### src/sv/rrcp_pkg.sv
// Package for the round-robin cooldown picker.
// Holds table sizing, entry state codes, the controller state type and the
// command/status structs shared by the controller, datapath and top level.
`default_nettype none

package rrcp_pkg;

   // Table sizing.
   localparam int ENTRY_COUNT = 16;
   localparam int IDX_W       = (ENTRY_COUNT > 1) ? $clog2(ENTRY_COUNT) : 1;
   localparam int CNT_W       = $clog2(ENTRY_COUNT + 1);

   // Field widths fixed by the interface.
   localparam int INDEX_FIELD_W = 4;
   localparam int STATE_FIELD_W = 2;
   localparam int TIME_W        = 32;
   localparam int COUNT_FIELD_W = 5;

   // Entry state codes.
   localparam logic [STATE_FIELD_W-1:0] ST_IDLE     = 2'd0;
   localparam logic [STATE_FIELD_W-1:0] ST_ACTIVE   = 2'd1;
   localparam logic [STATE_FIELD_W-1:0] ST_COOLDOWN = 2'd2;

   // Action codes.
   localparam logic ACT_WRITE = 1'b0;
   localparam logic ACT_PICK  = 1'b1;

   // Controller states.
   typedef enum logic [1:0] {
      CTRL_IDLE,
      CTRL_SCAN,
      CTRL_FINISH
   } ctrl_state_type;

   // Commands from the controller to the datapath.
   typedef struct packed {
      logic load;
      logic step;
      logic finish;
   } rrcp_cmd_type;

   // Status from the datapath to the controller.
   typedef struct packed {
      logic last_step;
   } rrcp_status_type;

endpackage

`default_nettype wire

### src/sv/rrcp_ctrl.sv
// Controller state machine for the round-robin cooldown picker.
// Sequences the load, scan and finish phases; uses rrcp_pkg.
`default_nettype none

module rrcp_ctrl (
   input  wire logic                     clock,
   input  wire logic                     reset,
   input  wire logic                     start,
   input  wire rrcp_pkg::rrcp_status_type status,
   output rrcp_pkg::rrcp_cmd_type        cmd,
   output logic                          busy
);

   rrcp_pkg::ctrl_state_type state_ff;
   rrcp_pkg::ctrl_state_type state_in;

   // State register.
   always_ff @(posedge clock) begin
      if (reset) begin
         state_ff <= rrcp_pkg::CTRL_IDLE;
      end else begin
         state_ff <= state_in;
      end
   end

   // Next state and commands.
   always_comb begin
      state_in   = state_ff;
      cmd.load   = 1'b0;
      cmd.step   = 1'b0;
      cmd.finish = 1'b0;
      busy       = 1'b1;
      case (state_ff)
         rrcp_pkg::CTRL_IDLE: begin
            busy = 1'b0;
            if (start) begin
               cmd.load = 1'b1;
               state_in = rrcp_pkg::CTRL_SCAN;
            end
         end
         rrcp_pkg::CTRL_SCAN: begin
            cmd.step = 1'b1;
            if (status.last_step) begin
               state_in = rrcp_pkg::CTRL_FINISH;
            end
         end
         rrcp_pkg::CTRL_FINISH: begin
            cmd.finish = 1'b1;
            state_in   = rrcp_pkg::CTRL_IDLE;
         end
         default: begin
            state_in = rrcp_pkg::CTRL_IDLE;
         end
      endcase
   end

endmodule

`default_nettype wire

### src/sv/rrcp_datapath.sv
// Datapath for the round-robin cooldown picker: entry table, scan cursor,
// scan pointer, state counter and result registers; uses rrcp_pkg.
`default_nettype none

module rrcp_datapath (
   input  wire logic                                    clock,
   input  wire logic                                    reset,
   input  wire rrcp_pkg::rrcp_cmd_type                  cmd,
   output rrcp_pkg::rrcp_status_type                    status,
   input  wire logic                                    req_action,
   input  wire logic [rrcp_pkg::INDEX_FIELD_W-1:0]      req_entry_index,
   input  wire logic [rrcp_pkg::STATE_FIELD_W-1:0]      req_new_state,
   input  wire logic [rrcp_pkg::TIME_W-1:0]             req_eligible_time,
   input  wire logic [rrcp_pkg::TIME_W-1:0]             req_now_time,
   input  wire logic [rrcp_pkg::STATE_FIELD_W-1:0]      req_query_state,
   output logic                                         rsp_valid,
   output logic                                         rsp_found,
   output logic [rrcp_pkg::INDEX_FIELD_W-1:0]           rsp_picked_index,
   output logic [rrcp_pkg::COUNT_FIELD_W-1:0]           rsp_state_count
);

   localparam int N     = rrcp_pkg::ENTRY_COUNT;
   localparam int IW    = rrcp_pkg::IDX_W;
   localparam int CW    = rrcp_pkg::CNT_W;
   localparam logic [IW-1:0] LAST_IDX = IW'(N - 1);

   // Entry table and cursor.
   logic [rrcp_pkg::STATE_FIELD_W-1:0] entry_state_ff    [N];
   logic [rrcp_pkg::TIME_W-1:0]        entry_eligible_ff [N];
   logic [IW-1:0]                      cursor_ff;

   // Captured request fields.
   logic                               action_ff;
   logic [rrcp_pkg::TIME_W-1:0]        now_ff;
   logic [rrcp_pkg::STATE_FIELD_W-1:0] query_ff;

   // Scan progress.
   logic [IW-1:0] ptr_ff;
   logic [IW-1:0] step_ff;
   logic [CW-1:0] count_ff;
   logic          found_ff;
   logic [IW-1:0] pick_ff;
   logic          pick_cool_ff;

   // Result registers.
   logic                               rsp_valid_ff;
   logic                               rsp_found_ff;
   logic [rrcp_pkg::INDEX_FIELD_W-1:0] rsp_picked_ff;
   logic [rrcp_pkg::COUNT_FIELD_W-1:0] rsp_count_ff;

   logic                               write_hit;
   logic [IW-1:0]                      write_idx;
   logic [rrcp_pkg::STATE_FIELD_W-1:0] cur_state;
   logic [rrcp_pkg::TIME_W-1:0]        cur_elig;
   logic                               cur_eligible;
   logic [IW-1:0]                      ptr_next;
   logic [IW-1:0]                      cursor_next;
   logic [CW-1:0]                      count_fixed;

   // A write lands at the transfer edge when its index is inside the table.
   assign write_hit = cmd.load && (req_action == rrcp_pkg::ACT_WRITE) &&
                      (32'(req_entry_index) < 32'(N));
   assign write_idx = IW'(req_entry_index);

   // Entry under the scan pointer and its eligibility.
   assign cur_state    = entry_state_ff[ptr_ff];
   assign cur_elig     = entry_eligible_ff[ptr_ff];
   assign cur_eligible = (cur_state == rrcp_pkg::ST_IDLE) ||
                         ((cur_state == rrcp_pkg::ST_COOLDOWN) && (now_ff >= cur_elig));
   assign ptr_next     = (ptr_ff == LAST_IDX) ? '0 : ptr_ff + 1'b1;
   assign cursor_next  = (pick_ff == LAST_IDX) ? '0 : pick_ff + 1'b1;

   assign status.last_step = (step_ff == LAST_IDX);

   // The count is taken before the pick lands; a cooldown entry turned idle
   // moves one count from cooldown to idle.
   always_comb begin
      count_fixed = count_ff;
      if (found_ff && pick_cool_ff) begin
         if (query_ff == rrcp_pkg::ST_IDLE) begin
            count_fixed = count_ff + 1'b1;
         end else if (query_ff == rrcp_pkg::ST_COOLDOWN) begin
            count_fixed = count_ff - 1'b1;
         end
      end
   end

   // Entry table, cursor and result strobe.
   always_ff @(posedge clock) begin
      if (reset) begin
         for (int i = 0; i < N; i++) begin
            entry_state_ff[i]    <= rrcp_pkg::ST_IDLE;
            entry_eligible_ff[i] <= '0;
         end
         cursor_ff    <= '0;
         rsp_valid_ff <= 1'b0;
      end else begin
         rsp_valid_ff <= cmd.finish;
         if (write_hit) begin
            entry_state_ff[write_idx]    <= req_new_state;
            entry_eligible_ff[write_idx] <= req_eligible_time;
         end
         if (cmd.finish && found_ff) begin
            entry_state_ff[pick_ff] <= rrcp_pkg::ST_IDLE;
            cursor_ff               <= cursor_next;
         end
      end
   end

   // Scan over all entries from the cursor: count and find the first pick.
   always_ff @(posedge clock) begin
      if (reset) begin
         found_ff <= 1'b0;
      end else if (cmd.load) begin
         found_ff <= 1'b0;
      end else if (cmd.step && (action_ff == rrcp_pkg::ACT_PICK) && !found_ff &&
                   cur_eligible) begin
         found_ff <= 1'b1;
      end
   end

   always_ff @(posedge clock) begin
      if (cmd.load) begin
         action_ff <= req_action;
         now_ff    <= req_now_time;
         query_ff  <= req_query_state;
         ptr_ff    <= cursor_ff;
         step_ff   <= '0;
         count_ff  <= '0;
      end else if (cmd.step) begin
         ptr_ff  <= ptr_next;
         step_ff <= step_ff + 1'b1;
         if (cur_state == query_ff) begin
            count_ff <= count_ff + 1'b1;
         end
         if ((action_ff == rrcp_pkg::ACT_PICK) && !found_ff && cur_eligible) begin
            pick_ff      <= ptr_ff;
            pick_cool_ff <= (cur_state == rrcp_pkg::ST_COOLDOWN);
         end
      end
   end

   // Result payload.
   always_ff @(posedge clock) begin
      if (cmd.finish) begin
         rsp_found_ff  <= found_ff;
         rsp_picked_ff <= found_ff ? rrcp_pkg::INDEX_FIELD_W'(pick_ff) : '0;
         rsp_count_ff  <= rrcp_pkg::COUNT_FIELD_W'(count_fixed);
      end
   end

   assign rsp_valid        = rsp_valid_ff;
   assign rsp_found        = rsp_found_ff;
   assign rsp_picked_index = rsp_picked_ff;
   assign rsp_state_count  = rsp_count_ff;

endmodule

`default_nettype wire

### src/sv/round_robin_cooldown_picker_core.sv
// Top level of the round-robin cooldown picker.
// Joins rrcp_ctrl and rrcp_datapath; uses rrcp_pkg.
//
// A request transfers when start is high and busy is low. A write updates
// its entry at that edge; a pick scans the whole table from the cursor.
// Every request passes through a transfer step, a scan step for each table
// entry, in which that entry is read, compared against now and counted, and
// a finish step that applies the pick. The result then shows on the rsp_
// ports for exactly one cycle with rsp_valid high and must be taken then; the
// receiver cannot stall. busy is low again in that same cycle, so the next
// request may transfer while the result is out.
`default_nettype none

module round_robin_cooldown_picker_core (
   input  wire logic                               clock,
   input  wire logic                               reset,
   input  wire logic                               start,
   output logic                                    busy,
   input  wire logic                               req_action,
   input  wire logic [rrcp_pkg::INDEX_FIELD_W-1:0] req_entry_index,
   input  wire logic [rrcp_pkg::STATE_FIELD_W-1:0] req_new_state,
   input  wire logic [rrcp_pkg::TIME_W-1:0]        req_eligible_time,
   input  wire logic [rrcp_pkg::TIME_W-1:0]        req_now_time,
   input  wire logic [rrcp_pkg::STATE_FIELD_W-1:0] req_query_state,
   output logic                                    rsp_valid,
   output logic                                    rsp_found,
   output logic [rrcp_pkg::INDEX_FIELD_W-1:0]      rsp_picked_index,
   output logic [rrcp_pkg::COUNT_FIELD_W-1:0]      rsp_state_count
);

   rrcp_pkg::rrcp_cmd_type    cmd;
   rrcp_pkg::rrcp_status_type status;

   // Sequencer.
   rrcp_ctrl u_ctrl (
      .clock  (clock),
      .reset  (reset),
      .start  (start),
      .status (status),
      .cmd    (cmd),
      .busy   (busy)
   );

   // Table and scan datapath.
   rrcp_datapath u_datapath (
      .clock             (clock),
      .reset             (reset),
      .cmd               (cmd),
      .status            (status),
      .req_action        (req_action),
      .req_entry_index   (req_entry_index),
      .req_new_state     (req_new_state),
      .req_eligible_time (req_eligible_time),
      .req_now_time      (req_now_time),
      .req_query_state   (req_query_state),
      .rsp_valid         (rsp_valid),
      .rsp_found         (rsp_found),
      .rsp_picked_index  (rsp_picked_index),
      .rsp_state_count   (rsp_state_count)
   );

endmodule

`default_nettype wire

### config.mk
export PLATFORM = sky130hd
export DESIGN_NAME = round_robin_cooldown_picker_core
export DESIGN_NICKNAME = d
export VERILOG_FILES = /design/src/sv/rrcp_pkg.sv /design/src/sv/rrcp_ctrl.sv /design/src/sv/rrcp_datapath.sv /design/src/sv/round_robin_cooldown_picker_core.sv
export SDC_FILE = /design/constraint.sdc
export NUM_CORES = 1
export LEC_CHECK = 0
export BUFFER_PORTS_ARGS = -buffer_cell sky130_fd_sc_hd__buf_2
export CORE_MARGIN = 4
export CORE_UTILIZATION = 55
export DETAILED_ROUTE_END_ITERATION = 8
export PLACE_DENSITY = 0.75
export SYNTH_ARGS = -nofsm -noshare
export SYNTH_HDL_FRONTEND = slang
export SYNTH_SLANG_ARGS = --single-unit
### constraint.sdc
create_clock -name clock -period 4.17 [get_ports clock]
set_input_delay 0 -clock clock [delete_from_list [all_inputs] [get_ports clock]]
set_output_delay 0 -clock clock [all_outputs]
set_load 0.02 [all_outputs]
==> results.py <==
metrics = {
    "layout": {
        "fillers": 3552,
        "multi_input_area_um2": 9241,
        "synthToLayoutAreaGrowth_pct": 15.01,
        "final_nets": 2074,
        "final_area_um2": 32460,
        "layout-drive-gt1-share_pct": 22.64,
        "instances_no_fill": 2684,
        "seqCellArea_um2": 18390,
    },
    "die": {
        "die_area_um2": 55010,
        "rows": 82,
        "dieWidth_um": 234.5,
        "die_h_um": 234.5,
        "core-area_um2": 50480,
        "boundaryPins": 88,
        "start_util_pct": 55.92,
    },
    "pwr": {
        "p_leak_nw": 12.07,
        "power.switching_mw": 3.916,
        "comb_power_share_pct": 16.0,
        "vdd_drop_max_uv": 345.4,
        "powerDensity_nw_per_um2": 472.5,
        "clkPwrFrac_pct": 36.7,
        "switching_share_pct": 25.53,
        "intPower_mw": 11.42,
        "pwr-share-seq_pct": 47.3,
    },
    "cts": {
        "cts_buffers": 66,
        "clock_latency_ns": 0.62,
        "clockRootBuffer": "clkbuf_16",
        "clk_path_buf_depth": 3,
        "clk_pin_slew_worst_paths_ns": 0.06,
        "h-tree-depth": 3,
        "cts.sinks": 619,
        "cts_tree": "yes",
    },
    "sta": {
        "worst_slew_pin_slew_ns": 0.7293,
        "hold_viol": 0,
        "layout_min_cycle_time_ns": 4.035,
        "drv_slew": 0,
        "fin_crit_sh_pct": 96.76,
        "rsz0062_at_grt": "no",
        "max-slew-margin-rel_pct": 51.38,
        "finalSetupViolations": 0,
        "fin_skew_ns": 0.02196,
        "fin_tns_setup_ns": 0,
        "fmax_ghz": 0.2478,
    },
    "synthesis": {
        "ys_seq_area_share_pct": 65.11,
        "synth-seq-cells": 619,
        "synth_most_common_cell": "edfxtp_1",
        "synth_xor_area_share_pct": 0.4300,
        "netlist_instances": 1808,
        "synth.distinct_cells": 49,
        "muxShareOfSynthArea_pct": 13.90,
        "ys.flop_type": "edfxtp_1",
        "synthTopCellsByCount": "edfxtp_1, and2_1, mux4_2",
        "avgSynthCellArea_um2": 15.61,
        "synth-simple-area-share_pct": 14.64,
        "postSynth.asyncResetShare_pct": 0,
        "synth_area_leaders": "edfxtp_1, mux4_2, and2_1",
        "yosysTopAreaCellShare_pct": 63.62,
        "syn-num-nets": 1921,
        "synth_compound_area_share_pct": 1.844,
        "synth_edf_count": 598,
        "yosys.area.top_type": "edfxtp_1",
        "yosys.area_share.adder_pct": 1.640,
        "synth_warnings": 0,
        "synth_top_family_by_area": "simple AND/OR/NAND/NOR gates",
        "synthesis.area_um2": 28230,
    },
    "detailed_routing": {
        "wl_per_cell_um": 27.07,
        "via_per_inst": 6.094,
        "ant_nets": 0,
        "drt_iter0_drc": 1966,
        "wl_mm": 72.66,
        "drt_pass1_iterations": 6,
        "vias": 16356,
        "route.detailed.drc": 0,
    },
    "global_routing": {
        "grt_pass1_wl_mm": 107.5,
        "grt_antenna_before_repair": 4,
        "grt_max_degree": 45,
        "grt_pass1_vias": 16626,
        "grt_usage_pct": 26.94,
        "gr-total-overflow": 0,
    },
    "min_path": {
        "hp-class": "in -> reg",
    },
    "critical_path": {
        "worstSetupPathType": "reg -> reg",
        "start_kind": "flip-flop",
        "crit_path_max_fanout": 16,
        "crit_required_ns": 4.54,
        "arrival_ns": 4.40,
        "critPathCaptureType": "flip-flop",
    },
    "place": {
        "portBuffers": 87,
        "place_congestion": 0.8201,
        "dp_cells": 2491,
        "hpwlAfterDp_mm": 41.17,
        "postPlaceCellArea_um2": 29650,
    },
    "status": {
        "status": "finished, final reports clean",
    },
    "flow_run": {
        "maxCapViolations": 0,
    },
}
==> metrics by stage <==
step | worst slack [ns] | utilization [%] | hold WS [ns] | power, mW
floorplan | 0.2387 | - | 0.09887 | 8.960
global placement | -0.02371 | 58.74 | 0.1766 | 9.691
detailed placement | -0.06673 | 58.74 | 0.1781 | 9.757
CTS | 0.05626 | 64.26 | 0.003907 | 15.39
global route | 0.02056 | 64.30 | 0.07613 | 15.85
finish | 0.1350 | 64.31 | 0.03341 | 15.34
==> flip-flops by register name, indices dropped and copies added (netlist names), 2 cells and up, named ones only <==
signal and cells:
u_datapath.step_ff 4, u_datapath.ptr_ff 4, u_datapath.pick_ff 4, u_datapath.now_ff 32, u_datapath.rsp_picked_index 4, u_datapath.entry_eligible_ff 512
u_datapath.count_ff 5, u_ctrl.state_ff 2, u_datapath.rsp_state_count 5, u_datapath.entry_state_ff 32, u_datapath.query_ff 2, u_datapath.cursor_ff 4
==> power by group through the flow <==
stage,logic (mW),registers [mW],clock network (mW)
after floorplan,1.72,7.24,0
after global placement,2.30,7.39,0
after detailed placement,2.35,7.41,0
after CTS,2.43,7.27,5.69
after global routing,2.63,7.28,5.94
final,2.46,7.26,5.63
==> worst max-delay path: stages, from the launching register on <==
cell,delay (ns)
dfxtp_4,0.59
buf_12,0.24
mux4_2,0.53
mux4_2,0.47
ha_1,0.27
nand2b_1,0.18
a21oi_1,0.28
o21ai_0,0.16
nand3_1,0.10
nand4_1,0.32
a211oi_2,0.37
nor3_1,0.08
buf_4,0.17
==> repair_timing <==
action | 4_1_cts | 5_1_grt
setup buffers | 1 | 1
hold buffers | 72 | 0
cloned | 0 | 0
hold endpoints to repair | 564 | 0
gates resized for setup | 0 | 1
setup endpoints to repair | 5 | 5
==> cell families (layout without fill, tap and decap cells) <==
family / count (synthesis) / in the layout
xor gates and xnor gates: 13 / 13
muxes: 184 / 184
AOI/OAI and AO/OA: 75 / 75
buffers and inverters: 174 / 376
and+or+nand+nor: 706 / 706
adders and majority gates: 37 / 37
other: 0 / 2
DFF: 619 / 619
==> layer usage <==
metal,GRT usage [%],share of wire [%],wire length [um],vias up
met3,5.724,10,7440,140
met2,44.29,49,35780,929
met5,0,0,0,-
met1,37.27,38,27630,8326
met4,7.051,2.5,1807,0
li1,-,-,-,6961
==> layout by cell type, fill, tap and decap left out, types with 4 or more instances in the layout <==
master         instances
nand4_1                9
nor2_2                 7
nor2b_1                9
mux2_2                 7
a21oi_1               19
dfxtp_1               17
nor2_4                 5
clkinv_1              13
mux4_2               161
clkbuf_1              13
clkinv_8               4
xnor2_1                6
nor2_1                59
nand2_1               40
inv_1                 36
and2_1               524
o21ai_0               12
o21bai_1               4
clkbuf_16             66
buf_4                 49
mux2i_1               11
clkinv_2              12
nand2b_1               6
ha_1                  37
a21o_1                21
xor2_1                 6
nor3_1                 7
edfxtp_1             598
buf_12                12
or2_2                 18
buf_2                 87
dlygate4sd3_1         72
nand3_1               10
==> layout make-up <==
type | instances | share of cell area, %
Inverter | 37 | 0.4278
Multi-Input combinational cell | 1015 | 28.47
Clock inverter | 37 | 1.041
Antenna cell | 2 | 0.01542
Tap cell | 672 | 2.590
Timing Repair Buffer | 222 | 5.527
Clock buffer | 80 | 5.280
Sequential cell | 619 | 56.65
==> worst paths after layout <==
check             slack [ns]  cells after the start                    start                         endpoint
hold / removal          0.03                      4         req_new_state[0]  u_datapath.entry_state_ff[1][0]
setup / recovery        0.14                     12                flip-flop          u_datapath.pick_cool_ff
setup reg to reg        0.14                     12                flip-flop          u_datapath.pick_cool_ff
hold reg to reg         0.46                      2  u_datapath.cursor_ff[1]          u_datapath.cursor_ff[1]
(Power assumes the default switching activity.)
